==> src/packet_filter_ack_generator_macros.svh <==
// assertion macros for the packet filter and acknowledge generator
`ifndef PACKET_FILTER_ACK_GENERATOR_MACROS_SVH
`define PACKET_FILTER_ACK_GENERATOR_MACROS_SVH
`ifndef ASSERT_OFF
// checked after reset only
`define PFAG_ASSERT(name, prop, msg) \
  name: assert property (@(posedge clk_i) disable iff (!rst_ni) prop) else $error(msg);
// checked at every edge, reset included
`define PFAG_ASSERT_ALWAYS(name, prop, msg) \
  name: assert property (@(posedge clk_i) prop) else $error(msg);
`else
`define PFAG_ASSERT(name, prop, msg)
`define PFAG_ASSERT_ALWAYS(name, prop, msg)
`endif
`endif

==> src/pfag_pkg.sv <==
// shared types, constants and helpers of the packet filter and acknowledge generator
package pfag_pkg;

  localparam int unsigned MaxFrameDefault = 255;
  localparam int unsigned CountW          = 8;
  localparam int unsigned IdxW            = 5;
  localparam int unsigned CfgIdxW         = 2;
  localparam int unsigned CfgDataW        = 16;

  localparam logic [4:0] HdrCap = 5'd16;
  localparam logic [7:0] MinAccept  = 8'd12;
  localparam logic [7:0] MinDeliver = 8'd14;
  localparam logic [4:0] BuiltMax   = 5'd26;

  // header byte positions of a received frame
  localparam logic [CountW-1:0] PosIdLo   = CountW'(4);
  localparam logic [CountW-1:0] PosIdHi   = CountW'(5);
  localparam logic [CountW-1:0] PosProto  = CountW'(6);
  localparam logic [CountW-1:0] PosSrcLo  = CountW'(8);
  localparam logic [CountW-1:0] PosSrcHi  = CountW'(9);
  localparam logic [CountW-1:0] PosDstLo  = CountW'(10);
  localparam logic [CountW-1:0] PosDstHi  = CountW'(11);

  // protocol codes
  localparam logic [7:0] ProtoAckOnly = 8'd2;
  localparam logic [7:0] ProtoEsp     = 8'd5;
  localparam logic [7:0] ProtoNoAck   = 8'd9;

  // fields of built frames
  localparam logic [7:0] ProtoOfAck = 8'd1;
  localparam logic [7:0] ProtoOfOk  = 8'd0;
  localparam logic [7:0] CmdAck     = 8'd1;
  localparam logic [7:0] CmdOk      = 8'd2;
  localparam logic [7:0] LenAck     = 8'd2;
  localparam logic [7:0] LenOk      = 8'd6;

  typedef enum logic [1:0] {
    KIND_VERDICT = 2'd0,
    KIND_ACK     = 2'd1,
    KIND_OK      = 2'd2
  } frame_kind_e;

  typedef enum logic [CfgIdxW-1:0] {
    REG_MY_ADDR    = 2'd0,
    REG_BCAST_ADDR = 2'd1,
    REG_HDR_LEN    = 2'd2
  } cfg_reg_e;

  typedef struct packed {
    logic [7:0] rx_byte;
    logic       rx_last;
  } pfag_in_t;

  typedef struct packed {
    logic [7:0]  out_byte;
    frame_kind_e frame_kind;
    logic        frame_end;
    logic        run_end;
    logic        accepted;
    logic        deliver;
  } pfag_out_t;

  typedef struct packed {
    logic [15:0] my_addr;
    logic [15:0] bcast_addr;
    logic [4:0]  hdr_len;
  } pfag_cfg_t;

  // verdict and reply job handed from capture to emitter at frame end
  typedef struct packed {
    logic        accepted;
    logic        deliver;
    logic        do_ack;
    logic        do_ok;
    logic [15:0] frame_id;
    logic [15:0] src_addr;
  } pfag_job_t;

  // payload text of the ok reply
  function automatic logic [7:0] ok_char(input logic [2:0] i);
    logic [7:0] c;
    case (i)
      3'd0:    c = 8'h45;
      3'd1:    c = 8'h53;
      3'd2:    c = 8'h50;
      3'd3:    c = 8'h5F;
      3'd4:    c = 8'h4F;
      3'd5:    c = 8'h4B;
      default: c = 8'h00;
    endcase
    return c;
  endfunction

endpackage

==> src/pfag_capture.sv <==
// byte counter, header capture and frame-end verdict of received frames
`include "packet_filter_ack_generator_macros.svh"

module pfag_capture import pfag_pkg::*; #(
  parameter int unsigned MaxFrame = MaxFrameDefault
) (
  input  logic      clk_i,
  input  logic      rst_ni,
  input  pfag_cfg_t cfg_i,
  input  logic      in_valid_i,
  output logic      in_ready_o,
  input  pfag_in_t  in_data_i,
  output logic      job_valid_o,
  output pfag_job_t job_o,
  input  logic      job_ready_i
);

  logic [CountW-1:0] count_q, count_d, count_inc;
  logic [15:0]       fid_q, fid_d, src_q, src_d, dst_q, dst_d;
  logic [7:0]        proto_q, proto_d;
  logic              job_valid_q, job_valid_d;
  pfag_job_t         job_q, job_d;
  logic              in_fire, mine, acc, del;

  assign in_ready_o  = !job_valid_q || job_ready_i;
  assign in_fire     = in_valid_i && in_ready_o;
  assign job_valid_o = job_valid_q;
  assign job_o       = job_q;

  assign count_inc = (count_q < CountW'(MaxFrame)) ? count_q + CountW'(1) : count_q;

  always_comb begin
    fid_d   = fid_q;
    src_d   = src_q;
    dst_d   = dst_q;
    proto_d = proto_q;
    count_d = count_q;
    if (in_fire) begin
      case (count_q)
        PosIdLo:  fid_d[7:0]  = in_data_i.rx_byte;
        PosIdHi:  fid_d[15:8] = in_data_i.rx_byte;
        PosProto: proto_d     = in_data_i.rx_byte;
        PosSrcLo: src_d[7:0]  = in_data_i.rx_byte;
        PosSrcHi: src_d[15:8] = in_data_i.rx_byte;
        PosDstLo: dst_d[7:0]  = in_data_i.rx_byte;
        PosDstHi: dst_d[15:8] = in_data_i.rx_byte;
        default:  ;
      endcase
      count_d = in_data_i.rx_last ? '0 : count_inc;
    end
  end

  // verdict from the header as it stands after this byte
  always_comb begin
    mine = (dst_d == cfg_i.my_addr);
    acc  = (count_inc >= MinAccept) && (mine || (dst_d == cfg_i.bcast_addr));
    del  = acc && mine && (count_inc >= MinDeliver);
    job_d.accepted = acc;
    job_d.deliver  = del;
    job_d.do_ack   = del && ((proto_d == ProtoAckOnly) ||
                             ((proto_d >= ProtoEsp) && (proto_d != ProtoNoAck)));
    job_d.do_ok    = del && (proto_d == ProtoEsp);
    job_d.frame_id = fid_d;
    job_d.src_addr = src_d;
  end

  always_comb begin
    job_valid_d = job_valid_q;
    if (job_valid_q && job_ready_i) begin
      job_valid_d = 1'b0;
    end
    if (in_fire && in_data_i.rx_last) begin
      job_valid_d = 1'b1;
    end
  end

  always_ff @(posedge clk_i or negedge rst_ni) begin
    if (!rst_ni) begin
      count_q     <= '0;
      fid_q       <= '0;
      src_q       <= '0;
      dst_q       <= '0;
      proto_q     <= '0;
      job_valid_q <= 1'b0;
    end else begin
      count_q     <= count_d;
      fid_q       <= fid_d;
      src_q       <= src_d;
      dst_q       <= dst_d;
      proto_q     <= proto_d;
      job_valid_q <= job_valid_d;
    end
  end

  always_ff @(posedge clk_i) begin
    if (in_fire && in_data_i.rx_last) begin
      job_q <= job_d;
    end
  end

  `PFAG_ASSERT(a_count_sat, count_q <= CountW'(MaxFrame), "byte count past max frame")
  `PFAG_ASSERT(a_last_clears, in_fire && in_data_i.rx_last |=> count_q == '0 && job_valid_q,
               "frame end did not post a job")
  `PFAG_ASSERT(a_job_deliver, job_valid_q |-> !job_q.deliver || job_q.accepted,
               "deliver without accept")

endmodule

==> src/pfag_emitter.sv <==
// verdict and reply frame builder with output register
`include "packet_filter_ack_generator_macros.svh"

module pfag_emitter import pfag_pkg::*; (
  input  logic      clk_i,
  input  logic      rst_ni,
  input  pfag_cfg_t cfg_i,
  input  logic      job_valid_i,
  input  pfag_job_t job_i,
  output logic      job_ready_o,
  output logic      out_valid_o,
  input  logic      out_ready_i,
  output pfag_out_t out_data_o
);

  logic              busy_q, busy_d;
  frame_kind_e       kind_q, kind_d;
  logic [IdxW-1:0]   idx_q, idx_d, pidx;
  pfag_job_t         job_q, job_d;
  logic [15:0]       pid_q, pid_d;
  logic              out_valid_q, out_valid_d;
  pfag_out_t         out_q, out_d, step;

  logic [4:0] hl;
  logic [7:0] lng, total, proto, cmd, csum, payload, fbyte;
  logic       frame_last, advance, load;

  assign out_valid_o = out_valid_q;
  assign out_data_o  = out_q;

  // frame layout for the current byte
  always_comb begin
    hl    = (cfg_i.hdr_len > HdrCap) ? HdrCap : cfg_i.hdr_len;
    lng   = (kind_q == KIND_ACK) ? LenAck : LenOk;
    total = 8'(hl) + 8'd4 + lng;
    proto = (kind_q == KIND_ACK) ? ProtoOfAck : ProtoOfOk;
    cmd   = (kind_q == KIND_ACK) ? CmdAck : CmdOk;
    csum  = ~(total + pid_q[7:0] + pid_q[15:8] + proto);
    pidx  = idx_q - IdxW'(14);
    if (kind_q == KIND_ACK) begin
      payload = (pidx == IdxW'(0)) ? job_q.frame_id[7:0] :
                (pidx == IdxW'(1)) ? job_q.frame_id[15:8] : 8'h00;
    end else begin
      payload = (pidx < IdxW'(6)) ? ok_char(pidx[2:0]) : 8'h00;
    end
    case (idx_q)
      5'd2:    fbyte = total;
      5'd4:    fbyte = pid_q[7:0];
      5'd5:    fbyte = pid_q[15:8];
      5'd6:    fbyte = proto;
      5'd7:    fbyte = csum;
      5'd8:    fbyte = cfg_i.my_addr[7:0];
      5'd9:    fbyte = cfg_i.my_addr[15:8];
      5'd10:   fbyte = job_q.src_addr[7:0];
      5'd11:   fbyte = job_q.src_addr[15:8];
      5'd12:   fbyte = cmd;
      5'd13:   fbyte = lng;
      default: fbyte = (idx_q >= 5'd14) ? payload : 8'h00;
    endcase
    frame_last = ((8'(idx_q) + 8'd1) == total);
  end

  always_comb begin
    step.accepted = job_q.accepted;
    step.deliver  = job_q.deliver;
    if (kind_q == KIND_VERDICT) begin
      step.out_byte   = 8'h00;
      step.frame_kind = KIND_VERDICT;
      step.frame_end  = 1'b0;
      step.run_end    = 1'b1;
    end else begin
      step.out_byte   = fbyte;
      step.frame_kind = kind_q;
      step.frame_end  = frame_last;
      step.run_end    = frame_last && !((kind_q == KIND_ACK) && job_q.do_ok);
    end
  end

  assign advance     = busy_q && (!out_valid_q || out_ready_i);
  assign job_ready_o = !busy_q || (advance && step.run_end);
  assign load        = job_valid_i && job_ready_o;

  always_comb begin
    busy_d      = busy_q;
    kind_d      = kind_q;
    idx_d       = idx_q;
    job_d       = job_q;
    pid_d       = pid_q;
    out_valid_d = out_valid_q;
    out_d       = out_q;
    if (out_ready_i) begin
      out_valid_d = 1'b0;
    end
    if (advance) begin
      out_valid_d = 1'b1;
      out_d       = step;
      if ((kind_q != KIND_VERDICT) && frame_last) begin
        pid_d = pid_q + 16'd1;
      end
      if (step.run_end) begin
        busy_d = 1'b0;
      end else if (frame_last) begin
        kind_d = KIND_OK;
        idx_d  = '0;
      end else begin
        idx_d = idx_q + IdxW'(1);
      end
    end
    if (load) begin
      busy_d = 1'b1;
      job_d  = job_i;
      idx_d  = '0;
      kind_d = job_i.do_ack ? KIND_ACK : (job_i.do_ok ? KIND_OK : KIND_VERDICT);
    end
  end

  always_ff @(posedge clk_i or negedge rst_ni) begin
    if (!rst_ni) begin
      busy_q      <= 1'b0;
      kind_q      <= KIND_VERDICT;
      idx_q       <= '0;
      job_q       <= '0;
      pid_q       <= '0;
      out_valid_q <= 1'b0;
      out_q       <= '0;
    end else begin
      busy_q      <= busy_d;
      kind_q      <= kind_d;
      idx_q       <= idx_d;
      job_q       <= job_d;
      pid_q       <= pid_d;
      out_valid_q <= out_valid_d;
      out_q       <= out_d;
    end
  end

  `PFAG_ASSERT(a_idx_range, idx_q < BuiltMax, "byte index past longest frame")
  `PFAG_ASSERT(a_verdict_shape,
               out_valid_q && out_q.frame_kind == KIND_VERDICT |->
               out_q.out_byte == 8'h00 && !out_q.frame_end && out_q.run_end,
               "malformed verdict item")
  `PFAG_ASSERT(a_pid_step,
               advance && kind_q != KIND_VERDICT && frame_last |=> pid_q == $past(pid_q) + 16'd1,
               "packet id not advanced at frame end")
  `PFAG_ASSERT(a_out_deliver, out_valid_q |-> !out_q.deliver || out_q.accepted,
               "deliver without accept on output")

endmodule

==> src/packet_filter_ack_generator.sv <==
// top level of the received-frame filter and acknowledge generator
// Takes one received byte per cycle with a last-byte flag and answers each frame end with
// either a single verdict item or the bytes of an acknowledge frame, optionally followed by
// an ok reply frame. Non-final bytes give no output and are taken every cycle, also while a
// reply is still being sent; a final byte yields one item per cycle while the output is ready,
// from one (verdict) up to hdr+6 plus hdr+10 bytes (at most 48), limited by the single
// byte-wide frame builder. Once a frame end's job is waiting for a busy builder, every input
// byte is stalled until the builder takes that job. A frame end's job passes through the
// job register and the builder state into the output register. Configuration registers are
// written through a plain write port and must only change while the block is idle.
module packet_filter_ack_generator import pfag_pkg::*; #(
  parameter int unsigned MaxFrame = MaxFrameDefault
) (
  input  logic                clk_i,
  input  logic                rst_ni,
  // received bytes
  input  logic                in_valid_i,
  output logic                in_ready_o,
  input  pfag_in_t            in_data_i,
  // result items
  output logic                out_valid_o,
  input  logic                out_ready_i,
  output pfag_out_t           out_data_o,
  // configuration writes
  input  logic                cfg_we_i,
  input  logic [CfgIdxW-1:0]  cfg_idx_i,
  input  logic [CfgDataW-1:0] cfg_data_i
);

  pfag_cfg_t cfg_q, cfg_d;
  pfag_job_t job;
  logic      job_valid, job_ready;

  // configuration registers; an unused index is ignored
  always_comb begin
    cfg_d = cfg_q;
    if (cfg_we_i) begin
      unique case (cfg_idx_i)
        REG_MY_ADDR:    cfg_d.my_addr    = cfg_data_i;
        REG_BCAST_ADDR: cfg_d.bcast_addr = cfg_data_i;
        REG_HDR_LEN:    cfg_d.hdr_len    = cfg_data_i[4:0];
        default:        ;
      endcase
    end
  end

  always_ff @(posedge clk_i or negedge rst_ni) begin
    if (!rst_ni) begin
      cfg_q.my_addr    <= 16'd8;
      cfg_q.bcast_addr <= 16'hFFFF;
      cfg_q.hdr_len    <= 5'd12;
    end else begin
      cfg_q <= cfg_d;
    end
  end

  // length count, header capture and verdict, posted as one job per frame
  pfag_capture #(
    .MaxFrame (MaxFrame)
  ) u_capture (
    .clk_i       (clk_i),
    .rst_ni      (rst_ni),
    .cfg_i       (cfg_q),
    .in_valid_i  (in_valid_i),
    .in_ready_o  (in_ready_o),
    .in_data_i   (in_data_i),
    .job_valid_o (job_valid),
    .job_o       (job),
    .job_ready_i (job_ready)
  );

  // walks each job byte by byte into the output register
  pfag_emitter u_emitter (
    .clk_i       (clk_i),
    .rst_ni      (rst_ni),
    .cfg_i       (cfg_q),
    .job_valid_i (job_valid),
    .job_i       (job),
    .job_ready_o (job_ready),
    .out_valid_o (out_valid_o),
    .out_ready_i (out_ready_i),
    .out_data_o  (out_data_o)
  );

endmodule

==> config.mk <==
export PLATFORM = sky130hd
export DESIGN_NAME = packet_filter_ack_generator
export DESIGN_NICKNAME = d
export VERILOG_FILES = /design/src/pfag_pkg.sv /design/src/pfag_capture.sv /design/src/pfag_emitter.sv /design/src/packet_filter_ack_generator.sv
export VERILOG_INCLUDE_DIRS = /design/src /design/src/src
export SDC_FILE = /design/constraint.sdc
export NUM_CORES = 1
export LEC_CHECK = 0
export ABC_AREA = 1
export BUFFER_PORTS_ARGS = -buffer_cell sky130_fd_sc_hd__buf_2
export CAP_MARGIN = 20
export CORE_MARGIN = 2
export CORE_UTILIZATION = 40
export CTS_BUF_LIST = sky130_fd_sc_hd__clkbuf_8
export DETAILED_ROUTE_END_ITERATION = 12
export GPL_TIMING_DRIVEN = 0
export SYNTH_ARGS = -nofsm -noshare
export SYNTH_HDL_FRONTEND = slang
export SYNTH_HIERARCHICAL = 1
export SYNTH_SLANG_ARGS = --single-unit
==> constraint.sdc <==
create_clock -name clk_i -period 4.8 [get_ports clk_i]
set_input_delay 0.48 -clock clk_i [delete_from_list [all_inputs] [get_ports clk_i]]
set_output_delay 0.48 -clock clk_i [all_outputs]
set_load 0.05 [all_outputs]
==> run summary, run 1 <==
The flow ran to the end, and the final reports show no timing, DRC or antenna violations. The run gives 48 as the number of placed I/O pins. Wire segments on met3 add up to 1.71 mm in the final route. The number of clock buffers added by TritonCTS is 39. Worst min-delay path class: in2reg. The worst register-to-register path ends at u_capture/job_o[32].

The initial utilization of the core area, before any placement, comes to 40.3%. The most repeated library cell on the critical path was sky130_fd_sc_hd__nand2_1. The run gives 62 as the row count.

By area the synthesized netlist is led by sky130_fd_sc_hd__dfrtp_1, sky130_fd_sc_hd__nand2_1, sky130_fd_sc_hd__edfxtp_1, sky130_fd_sc_hd__nand3_1, sky130_fd_sc_hd__inv_1. The most used flip-flop cell after synthesis is sky130_fd_sc_hd__dfrtp_1. Synthesis inferred 212 register bits. Number of buffer cells added on primary ports: 45. For the residual antenna-violating net count after detailed routing, the log shows 0. The wire length per cell after detailed routing works out to 16.1 µm. The clock tree root driver cell is sky130_fd_sc_hd__clkbuf_8. The H-tree generated during clock tree synthesis spans 2 levels.

The maximum count of clock buffers along a single path is 3, and the stage delay of the slowest cell on the critical path is 0.44 ns. After detailed routing, the number of remaining DRC violations is 0. The detailed-router iteration count before antenna repair came out at 6. The worst flop-to-flop path startpoint is cfg_q[0]. The highest metal layer carrying signal wires in the routed design is met4. For this design the ratio of total power to cell area is 567 nW/µm². Wires add up to 30.3 mm.

At the later pin of the worst-skew pair, clock insertion delay measures 0.55 ns. After detailed routing, the number of vias per cell comes to 5.00. The logs give 0 for the number of failing setup endpoints in the final timing report and 22.5 mm for the half-perimeter wire length after detailed placement. The worst-case reg-to-reg path depth is 30, and the fraction of synthesized cell area taken by the top area cell type is 34.2%. At the end of the flow, the number of nets in the layout was 1535.

Yosys printed 6 warnings. The number of placed instances, taps included, is 1811. The logs give 0 for the number of max-cap violations and 94 for the largest net degree at the start of global routing.

IR analysis of the VDD net gives a maximum drop of 223 µV. The worst hold path terminates at cfg_q[17]. The number of cells traversed by the worst hold path was 3; the CTS sink count was 212.

The final number of max-transition violations came out at 0. In the synthesized netlist the async set-or-reset flop fraction comes to 83.0%. The average cell area after synthesis was 8.32 µm²; the peak fanout along the critical path was 10. Fill cells in the final layout number 2859.

The number of nets handed over by synthesis was 1444. The category of the worst setup path capture point is a flip-flop. Between clock sinks in the finished design, the worst skew comes to 0.0230 ns.

In this run the vertical extent of the chip is 173 µm. The slowest stage of the critical path is the sky130_fd_sc_hd__dfrtp_2 cell. The clock period could shrink to 4.41 ns. The final core utilization was 46.0%; the required time at the worst-slack endpoint was 5.18 ns.

In the finished design, the share of the clock period the worst path needs comes to 91.9%. 0 antenna diodes ended up in the layout. Yosys mapped a number of flops with a built-in enable equal to 36. The routed length on met2 came out at 13.8 mm. The startpoint type of the worst setup path was a flip-flop.

The via count of the first global-routing pass was 9162; the width of the die was 173 µm. The top cell type by total area after synthesis is sky130_fd_sc_hd__dfrtp_1. The share of cells above drive strength 1 was 16.1%; the wire length on met1 was 13.6 mm. The final weighted congestion of routability-driven global placement is 0.913, and the worst slack after detailed placement is -0.124 ns.

In the global route stage, overall resource usage came out at 20.4%. The slew of the pin with the lowest slew margin came out at 0.671 ns. The total overflow left after global routing is 0.

The logs give 0 for the initial antenna violation count and 4.80 ns for the critical path arrival. The worst setup path is of the reg2reg kind. For the number of instances in the synthesized netlist, the log shows 1380.

The unique cell type count in the Yosys netlist was 47; the area added between synthesis and finish was 14.0%. Final hold analysis gives a worst-case slack of 0.154 ns. After clock tree synthesis, the clock-pin slew on the worst setup and hold paths is 0.06 ns. The region available for standard cell placement spans 28500 µm².

Power comes to 0.00743 W. Sequential cells were found to cover 48.0% of the synthesized design area. The static leakage was 6.79 nW. The worst register-to-register path has a setup slack of 0.39 ns. For this run, the top clock speed supported by timing is 227 MHz. The number of hold violations in the final report was 0. Headroom to the max-slew limit came out at 55.3%. The startpoint identified for the worst hold timing path is cfg_data_i[12]. After the first detailed-routing iteration, the DRC count stood at 696. The wire length of the first global-routing pass is 48.7 mm. The die covers 30100 µm². TritonCTS built the clock tree.

After layout, the worst setup slack is 0.389 ns. Setup repair after global routing left no endpoint under its margin. Once layout is complete, the cells apart from fillers number 1884.

After synthesis the cells add up to 11500 µm². The run gives 9423 as the via count.
==> sequential cells by signal (all words and copies together) (netlist names), 2 cells and up <==
register,cells
cfg_q,37
u_capture/count_q,8
u_capture/dst_q,16
u_capture/fid_q,16
u_capture/job_o,36
u_capture/proto_q,8
u_capture/src_q,16
u_emitter/idx_q,5
u_emitter/job_q,35
u_emitter/kind_q,2
u_emitter/out_data_o,14
u_emitter/pid_q,16
==> worst max-delay path by stage <==
stage	from	to	slack, ns	depth (start not counted)
after floorplan	u_emitter/kind_q[1]	u_capture/job_o[0]	0.02	20
after global placement	u_emitter/kind_q[1]	u_capture/job_o[15]	-1.11	20
after detailed placement	u_emitter/kind_q[1]	u_capture/job_o[14]	-0.12	24
after CTS	u_emitter/kind_q[1]	u_capture/job_o[14]	0.10	24
after global routing	cfg_q[0]	u_capture/job_o[32]	0.02	31
final	cfg_q[0]	u_capture/job_o[32]	0.39	30
==> timing repair <==
action,in CTS,in global routing
hold buffers,1,0
gates resized for setup,1,13
setup buffers,0,2
setup endpoints to repair,41,68
pin swaps,0,2
hold endpoints to repair,67,0
==> final cells by class <==
type,instances,area [µm²],share of cell area (%)
clock buffer,49,674,5.15
timing repair buffer,50,308,2.35
multi-input combinational,941,5000,38.2
tap,384,480,3.67
inverter,188,707,5.40
sequential,212,5510,42.1
buffer,39,294,2.25
clock inverter,21,120,0.917
==> where the power goes <==
group	internal (W)	switching, W	total [W]
registers	0.00240	0.000323	0.00273
logic	0.000981	0.00198	0.00296
clock network	0.000974	0.000763	0.00174
total	0.00436	0.00307	0.00743
==> Yosys cell counts, types with 3 or more instances <==
cell type and number:
sky130_fd_sc_hd__a21oi_1 16, sky130_fd_sc_hd__a221oi_1 3, sky130_fd_sc_hd__a22o_1 3, sky130_fd_sc_hd__buf_2 13
sky130_fd_sc_hd__buf_4 6, sky130_fd_sc_hd__buf_6 14, sky130_fd_sc_hd__clkbuf_1 5, sky130_fd_sc_hd__dfrtp_1 157
sky130_fd_sc_hd__dfstp_2 19, sky130_fd_sc_hd__edfxtp_1 36, sky130_fd_sc_hd__fa_1 7, sky130_fd_sc_hd__ha_1 25
sky130_fd_sc_hd__inv_1 181, sky130_fd_sc_hd__inv_2 6, sky130_fd_sc_hd__mux2i_1 16, sky130_fd_sc_hd__nand2_1 430
sky130_fd_sc_hd__nand2_2 25, sky130_fd_sc_hd__nand2_4 8, sky130_fd_sc_hd__nand3_1 139, sky130_fd_sc_hd__nand3_2 4
sky130_fd_sc_hd__nand4_1 39, sky130_fd_sc_hd__nor2_1 63, sky130_fd_sc_hd__nor2_2 4, sky130_fd_sc_hd__nor2_4 3
sky130_fd_sc_hd__nor2_8 3, sky130_fd_sc_hd__nor3_1 14, sky130_fd_sc_hd__nor3_2 3, sky130_fd_sc_hd__nor4_1 5
sky130_fd_sc_hd__o211ai_1 7, sky130_fd_sc_hd__o21ai_0 55, sky130_fd_sc_hd__o21ai_1 3, sky130_fd_sc_hd__o21ai_2 14
sky130_fd_sc_hd__o22ai_1 12, sky130_fd_sc_hd__xnor2_1 3, sky130_fd_sc_hd__xor2_1 23
==> cell families (layout without fill, tap and decap cells) <==
group,Yosys count,count (layout),synth area share (%)
DFF,212,212,48.0
AOI/OAI and AO/OA,122,122,6.56
xor gates and xnor gates,26,26,1.98
buffers and inverters,227,347,8.68
and+or+nand+nor,745,745,29.5
adders and majority gates,32,32,3.94
muxes,16,16,1.39
==> stage by stage <==
| stage | cell area, µm² | setup TNS, ns |
|---|---|---|
| 3_5_place_dp | 12300 | -1.36 |
| 3_3_place_gp | 12200 | -41.13 |
| 5_1_grt | 13100 | 0 |
| 2_1_floorplan | 11500 | 0 |
| 6_report | 13100 | 0 |
| 4_1_cts | 13100 | 0 |
==> layer usage <==
layer / global-route usage, % / vias to the layer above
li1: - / 4652
met1: 27.7 / 4444
met2: 32.5 / 254
met3: 3.31 / 73
met4: 8.93 / 0
met5: 0 / -
==> critical path: cells and delay by family (launching register included) <==
family        cells  cell delay (ns)
buf+inv           4             0.43
fa+ha+maj         2             0.62
flops             1             0.44
simple gates     24             2.74
==> cell usage in the layout, fill, tap and decap left out, types with 3 or more instances in the layout <==
master / n
sky130_fd_sc_hd__o21ai_2: 14
sky130_fd_sc_hd__o211ai_1: 7
sky130_fd_sc_hd__edfxtp_1: 36
sky130_fd_sc_hd__buf_2: 57
sky130_fd_sc_hd__nor2_8: 3
sky130_fd_sc_hd__buf_6: 14
sky130_fd_sc_hd__nand2_4: 8
sky130_fd_sc_hd__nand4_1: 39
sky130_fd_sc_hd__fa_1: 7
sky130_fd_sc_hd__nand2_1: 427
sky130_fd_sc_hd__xnor2_1: 3
sky130_fd_sc_hd__a21oi_1: 16
sky130_fd_sc_hd__nor3_1: 14
sky130_fd_sc_hd__dfstp_2: 19
sky130_fd_sc_hd__nor2_1: 62
sky130_fd_sc_hd__ha_1: 25
sky130_fd_sc_hd__a22o_1: 3
sky130_fd_sc_hd__dfrtp_1: 156
sky130_fd_sc_hd__a221oi_1: 3
sky130_fd_sc_hd__o21ai_0: 51
sky130_fd_sc_hd__nand2_2: 28
sky130_fd_sc_hd__clkbuf_1: 4
sky130_fd_sc_hd__nand3_1: 139
sky130_fd_sc_hd__nor3_2: 3
sky130_fd_sc_hd__nor2_4: 6
sky130_fd_sc_hd__xor2_1: 23
sky130_fd_sc_hd__mux2i_1: 16
sky130_fd_sc_hd__clkbuf_8: 49
sky130_fd_sc_hd__buf_4: 9
sky130_fd_sc_hd__o22ai_1: 12
sky130_fd_sc_hd__o21ai_1: 7
sky130_fd_sc_hd__nand3_2: 4
sky130_fd_sc_hd__nor4_1: 5
sky130_fd_sc_hd__inv_1: 194
sky130_fd_sc_hd__clkinv_2: 4
sky130_fd_sc_hd__inv_2: 6
Note: power is estimated with default switching activity, not from simulation.
==> inputs of run 2 (changes only) <==
--- a/config.mk
+++ b/config.mk
@@ -11,7 +11,6 @@
 export CAP_MARGIN = 20
 export CORE_MARGIN = 2
 export CORE_UTILIZATION = 40
-export CTS_BUF_LIST = sky130_fd_sc_hd__clkbuf_8
 export DETAILED_ROUTE_END_ITERATION = 12
 export GPL_TIMING_DRIVEN = 0
 export SYNTH_ARGS = -nofsm -noshare
==> run 2 against run 1 <==
  * Register-to-register slack gained 0.05 ns
  * Sequential power is essentially flat
  * Sequential share of layout area shrank 0.11 points
  * Core utilization grew 0.12 points
  * Critical endpoint unchanged
  * First-iteration DRC count shrank 7.2%
  * Final cell count shrank 1.4%
  * Hold slack gained 0.020 ns
  * Via count shrank 1.6%
==> run summary, run 2 (synthesis gave the netlist of run 1 again) <==
Together, buffers and inverters on the worst path number 4. Register bank with the most flops: cfg_q. For this run, design rule violations remaining after detail routing come to 0.

Global routing consumed, over all layers together, 20.3% of the routing resources. The sum of overflow across all layers after global routing is 0. Dividing the final minimum period by the clock period gives 90.8%.

The layer with the highest usage after global routing was met2. The relative slew slack is 55.9%. The initial antenna violation count is 0. STA classifies the critical path startpoint as a flip-flop. Critical-path cell with the highest stage delay: sky130_fd_sc_hd__dfrtp_2.

The routed design has 30.2 mm of wire. The required time at the worst-slack endpoint was 5.19 ns. The worst min-delay path class is in2reg.

The run gives 9274 as the via count. In this run the worst path has a maximum fanout of 10. The tools report the number of diodes as 0.

In this run the clock root is driven by a sky130_fd_sc_hd__clkbuf_16. Detailed placement finished with a half-perimeter wire length of 22.5 mm. In this run the count of I/O pins placed on the die edge is 48. Entering global routing, the biggest net connects 94 pins. The number of max-cap violations came out at 0. In this run the static leakage power is 6.73 nW. The run finished with clean final reports. Overall power consumption after layout is estimated at 0.00757 W.

The logs give -0.124 ns for the worst slack after detailed placement and 0 for the residual antenna-violating net count after detailed routing. The flip-flop count of the largest register after layout was 37; the row count was 62. Dividing the detail-routed via count by the number of cells gives 4.99. The worst setup path is captured at a flip-flop. The number of cells after detailed placement is 1811.

In this design, the critical path's most frequently occurring cell is sky130_fd_sc_hd__nand2_1. Relative to the synthesized area, the layout overhead comes to 14.4%. The finished layout holds 1858 standard cells, fillers aside.

Final number of max-transition violations: 0. For this run, the top clock speed supported by timing is 229 MHz. The run gives 30100 µm² as the overall die area. The width of the die was 173 µm; the H-tree depth reported by CTS was 1.

The net count of the finished layout is 1520. The logs give 0 for the number of hold violations in the final report and 48.6 mm for the wire length of the first global-routing pass. In the global route stage, met2 resource usage came out at 32.5%.

The tools report the met3 routing resource usage after global routing as 2.85%. The slew of the pin with the lowest slew margin works out to 0.661 ns. TritonCTS built the clock tree.

The clock period could shrink to 4.36 ns. For the critical path arrival, the log shows 4.75 ns. The wire length per cell after detailed routing works out to 16.2 µm. The commonest non-fill, non-tap cell in the layout is sky130_fd_sc_hd__nand2_1. The tools report the met1 usage in global routing as 27.9%.

Buffers inserted during clock tree synthesis total 24. Number of buffer cells added on primary ports: 45. IR analysis of the VDD net gives a maximum drop of 284 µV. The setup path with the least slack is of type reg2reg. The worst setup skew after layout is 0.0107 ns, and the number of failing setup endpoints in the final timing report is 0.

The initial utilization of the core area, before any placement, comes to 40.3%. On the critical path the largest part of the delay comes from simple AND/OR/NAND/NOR gates. Once routing completed, OpenROAD measured the worst setup slack at 0.440 ns. The tools report the via count of the first global-routing pass as 8985.

The tools report the core region area as 28500 µm². The starting DRC count in detailed routing is 646. Setup repair after global routing left no endpoint under its margin. The tree built by TritonCTS fans out to 212 sinks. The power density over the cells came out at 577 nW/µm². In the layout the commonest cells are sky130_fd_sc_hd__nand2_1, sky130_fd_sc_hd__inv_1, sky130_fd_sc_hd__dfrtp_1.

The clock passes through at most 3 buffers. At the end of routability-driven placement, the weighted congestion stood at 0.913. The first detailed-routing pass took 5 iterations. Clock network latency to the later pin of the worst-skew pair: 0.54 ns.

After clock tree synthesis, the clock-pin slew on the worst setup and hold paths is 0.06 ns. The stage delay of the slowest cell on the critical path is 0.44 ns. For the final core utilization, the log shows 46.1%. Die boundary height: 173 µm. Share of cells above drive strength 1: 15.3%.
[run 2: path summary, 6_finish.rpt]
check | to | startpoint | slack (ns) | cells past startpoint
min in group asynchronous | u_capture/proto_q[0] | rst_ni | 0.53 | 2
max in group asynchronous | cfg_q[2] | rst_ni | 3.30 | 3
min | cfg_q[16] | cfg_data_i[11] | 0.17 | 3
max reg2reg | u_capture/job_o[32] | cfg_q[0] | 0.44 | 30
max | u_capture/job_o[32] | cfg_q[0] | 0.44 | 30
min reg2reg | u_emitter/job_q[29] | u_capture/job_o[29] | 0.45 | 2
[run 2: layout make-up]
type	count	area (µm²)
inverters	188	707
fillers	2842	15300
multi-input cells	941	5010
clock inverters	7	115
clock buffers	37	709
well taps	384	480
flip-flops and latches	212	5510
plain buffers	39	294
repair buffers	50	308
[run 2: through the flow]
| stage | TNS [ns] | hold slack [ns] | instance area (µm²) |
|---|---|---|---|
| final | 0 | 0.175 | 13100 |
| after global routing | 0 | 0.161 | 13100 |
| after CTS | 0 | 0.149 | 13100 |
| after detailed placement | -1.36 | 0.438 | 12300 |
| after global placement | -41.13 | 0.438 | 12200 |
| after floorplan | 0 | 0.184 | 11500 |
[run 2: layer usage]
layer / vias up / part of all wire (%)
met1: 4370 / 46
met3: 68 / 4.4
met2: 225 / 45
met4: 0 / 4.3
met5: - / 0
li1: 4611 / -
[run 2: what timing repair did]
item | in CTS | in global routing
hold buffers | 1 | 0
buffers inserted | 0 | 2
endpoints found under the setup margin | 36 | 67
gates resized for setup | 1 | 13
endpoints found under the hold margin | 67 | 0
pin swaps | 0 | 2
[run 2: report_power, final]
| part | total [W] | switching [W] | internal, W |
|---|---|---|---|
| clock network | 0.00188 | 0.000753 | 0.00113 |
| logic | 0.00297 | 0.00198 | 0.000981 |
| registers | 0.00272 | 0.000321 | 0.00240 |
[run 2: worst register-to-register path, delay by kind of cell, from the launching register on]
kind | cells | cell delay, ns
buffers and inverters | 4 | 0.44
DFF | 1 | 0.44
and+or+nand+nor | 24 | 2.70
adders and majority gates | 2 | 0.62
==> inputs of run 3 (changes only) <==
--- a/config.mk
+++ b/config.mk
@@ -9,7 +9,7 @@
 export ABC_AREA = 1
 export BUFFER_PORTS_ARGS = -buffer_cell sky130_fd_sc_hd__buf_2
 export CAP_MARGIN = 20
-export CORE_MARGIN = 2
+export CORE_MARGIN = 5
 export CORE_UTILIZATION = 40
 export DETAILED_ROUTE_END_ITERATION = 12
 export GPL_TIMING_DRIVEN = 0
==> run 3 against run 2 <==
  * First-iteration DRC count increased by 11%
  * Total power increased by 1.4%
  * Global-route usage decreased by 1.8 points
  * Final area increased by 0.42%
  * Worst setup slack got worse by 0.056 ns
  * Count of clock-buffer cells in the layout decreased by 8
  * Hold slack improved by 0.0085 ns
  * Maximum frequency decreased by 1.3%
  * Critical path depth decreased by 3
  * Routed wire length increased by 1.1%
  * Die area increased by 7.0%
  * Core utilization increased by 0.067 points
  * Critical endpoint is now u_capture/job_o[23]
  * Highest routed layer unchanged
==> run summary, run 3 (synthesis gave the netlist of run 1 again) <==
The run finished with clean final reports. The clock network fraction of design power came out at 25.6%. The critical path arrival was 4.69 ns; the row count was 62. The proportion of power drawn by flip-flops and latches was 35.5%; the area added between synthesis and finish was 14.8%. For the final sum of negative setup slack, the log shows 0 ns. The clock transition at the registers of the reported paths is 0.06 ns. In this run the power density over the cells is 582 nW/µm².

For this run the aggregate overflow at the end of global routing stands at 0. The worst setup path is launched from a flip-flop. Across the VDD grid, the largest voltage drop is 270 µV. The number of buffer cells added on primary ports was 45; the number of vias per cell after detailed routing was 5.00. Max-cap violations in this run came to 0. The number of hold violations in the final report came out at 0. Dividing the final minimum period by the clock period gives 92.0%.

The total power after layout is 0.00768 W. Number of design rule violations left after detail routing: 0. The repair_antennas step left the layout with diodes totalling 0. For this run, the share of the core covered by cells in the final layout is 46.2%. The tools report the initial antenna violation count as 0. The analysis attributes to net switching a power of 0.00311 W. Measured against its own limit, the worst slew margin works out to 58.9%.

The wire length per cell after detailed routing was 16.4 µm. Combinational cells account for 38.9% of the total power. For the H-tree depth reported by CTS, the log shows 1. TritonCTS built the clock tree. Setup violations remaining at the end of the flow were counted as 0. Across all hold checks on the routed design, the worst slack comes to 0.183 ns. Number of placed I/O pins: 48.

For this run, the post-layout net count is 1524. The register with the most flip-flops in the final layout is cfg_q. The tools report the category of the worst setup path capture point as a flip-flop. The logs give 212 for the CTS sink count and 49.3 mm for the wire length of the first global-routing pass.

Entering global routing, the biggest net connects 102 pins. Routability-driven placement finished with a final weighted congestion of 0.871. The detail route stage leaves a number of antenna-violating nets equal to 0. The initial utilization of the core area, before any placement, comes to 40.2%. The half-perimeter wire length after detailed placement is 22.7 mm. The first detailed-routing pass took 4 iterations. The commonest non-fill, non-tap cell in the layout was sky130_fd_sc_hd__nand2_1.

The run gives 0 as the final number of max-transition violations. Static leakage: 6.76 nW. The worst hold path belongs to the class in2reg.

Net switching is 40.5% of the power. Counting along the longest clock path gives a buffer depth of 3. The later pin in the worst-skew pair is clocked with a latency of 0.53 ns. The post-route netlist has 15.5% of its cells at a drive strength greater than 1. The die boundary height is 179 µm. The detailed router finished its first iteration with 720 violations. The total clock buffers created by CTS was 25; the slew of the pin with the lowest slew margin was 0.614 ns. The clock period minus final worst setup slack is 4.42 ns. The register with the most flip-flops in the layout has 37 of them.

On the final layout, the worst clock skew is 0.0112 ns. The via count is 9314, and the wire length after detailed routing is 30.5 mm. The width of the die is 179 µm, and the core region area is 28500 µm². The internal power of the cells totals 0.00457 W. Leaving out fill and tap cells, the most frequent cells in the layout are sky130_fd_sc_hd__nand2_1, sky130_fd_sc_hd__inv_1, sky130_fd_sc_hd__dfrtp_1.

The peak fanout along the critical path works out to 10. Clock tree synthesis selected as its root buffer the cell sky130_fd_sc_hd__clkbuf_16. For the maximum clock frequency, the log shows 226 MHz. Global routing used 18.5% of the available tracks across all layers.

The die covers 32200 µm². The tools report the via count of the first global-routing pass as 9027. Type of the worst setup path: reg2reg.

The tools report the filler cell count as 2894. Setup repair after global routing left no endpoint under its margin. For the required time at the worst-slack endpoint, the log shows 5.08 ns.
==> run 3: final timing paths <==
kind                       cells after the start  slack (ns)                 from                  end
setup / recovery                              27        0.38             cfg_q[0]  u_capture/job_o[23]
hold / removal                                 3        0.18       cfg_data_i[12]            cfg_q[17]
setup reg to reg                              27        0.38             cfg_q[0]  u_capture/job_o[23]
hold reg to reg                                2        0.44  u_capture/job_o[14]  u_emitter/job_q[14]
max in group asynchronous                      3        3.36               rst_ni             cfg_q[5]
min in group asynchronous                      2        0.50               rst_ni   u_capture/fid_q[1]
==> run 3: repair_timing <==
| action | 4_1_cts | 5_1_grt |
|---|---|---|
| pin swaps | 0 | 2 |
| hold endpoints to repair | 75 | 0 |
| hold buffers | 1 | 0 |
| buffers inserted | 0 | 5 |
| endpoints found under the setup margin | 6 | 47 |
| gates resized for setup | 1 | 18 |
==> run 3: critical path, stage by stage (launching register included) <==
cell                      delay, ns
sky130_fd_sc_hd__dfrtp_1       0.45
sky130_fd_sc_hd__nor2_1        0.13
sky130_fd_sc_hd__nand2_1       0.06
sky130_fd_sc_hd__nand2_1       0.13
sky130_fd_sc_hd__nand2_1       0.08
sky130_fd_sc_hd__ha_1          0.28
sky130_fd_sc_hd__inv_1         0.06
sky130_fd_sc_hd__ha_1          0.23
sky130_fd_sc_hd__nand2_1       0.11
sky130_fd_sc_hd__nand2_1       0.08
sky130_fd_sc_hd__nand2_1       0.13
sky130_fd_sc_hd__nand2_1       0.12
sky130_fd_sc_hd__nand2_1       0.08
sky130_fd_sc_hd__nand2_1       0.08
sky130_fd_sc_hd__nor2_4        0.16
sky130_fd_sc_hd__nand3_2       0.10
sky130_fd_sc_hd__nand2_1       0.08
sky130_fd_sc_hd__nand2_2       0.09
sky130_fd_sc_hd__nand2_1       0.13
sky130_fd_sc_hd__inv_2         0.09
sky130_fd_sc_hd__nand2_2       0.09
sky130_fd_sc_hd__nand2_2       0.10
sky130_fd_sc_hd__nor2_4        0.25
sky130_fd_sc_hd__buf_6         0.18
sky130_fd_sc_hd__buf_6         0.15
sky130_fd_sc_hd__nand4_2       0.36
sky130_fd_sc_hd__mux2i_1       0.28
sky130_fd_sc_hd__inv_1         0.09
==> run 3: layer usage <==
layer	wire length, µm	GRT usage [%]	vias to the layer above
met4	562	3.84	0
met2	14200	29.9	241
met5	0	0	-
met3	1510	2.63	36
met1	14200	26.8	4418
li1	-	-	4619
==> run 3: cell type report <==
class | count | area (µm²) | area share [%]
buffer | 39 | 297 | 2.25
clock buffer | 29 | 651 | 4.93
clock inverter | 17 | 210 | 1.59
inverter | 188 | 707 | 5.36
multi-input combinational | 941 | 5000 | 37.9
sequential | 212 | 5510 | 41.8
tap | 384 | 480 | 3.64
timing repair buffer | 53 | 330 | 2.51
==> run 3: stage by stage <==
stage,setup slack [ns],instance area (µm²),std cells
floorplan,0.0197,11500,1380
global placement,-1.12,12200,1809
detailed placement,-0.0431,12300,1811
CTS,0.167,13100,1858
global route,0.0560,13200,1863
finish,0.384,13200,1863
==> run 3: power groups by stage <==
| stage | Sequential (W) | Combinational, W | Clock [W] |
|---|---|---|---|
| after global routing | 0.00278 | 0.00336 | 0.00210 |
| after CTS | 0.00272 | 0.00297 | 0.00202 |
| after detailed placement | 0.00275 | 0.00295 | 0 |
| after global placement | 0.00274 | 0.00290 | 0 |
| final | 0.00272 | 0.00299 | 0.00197 |
| after floorplan | 0.00278 | 0.00205 | 0 |
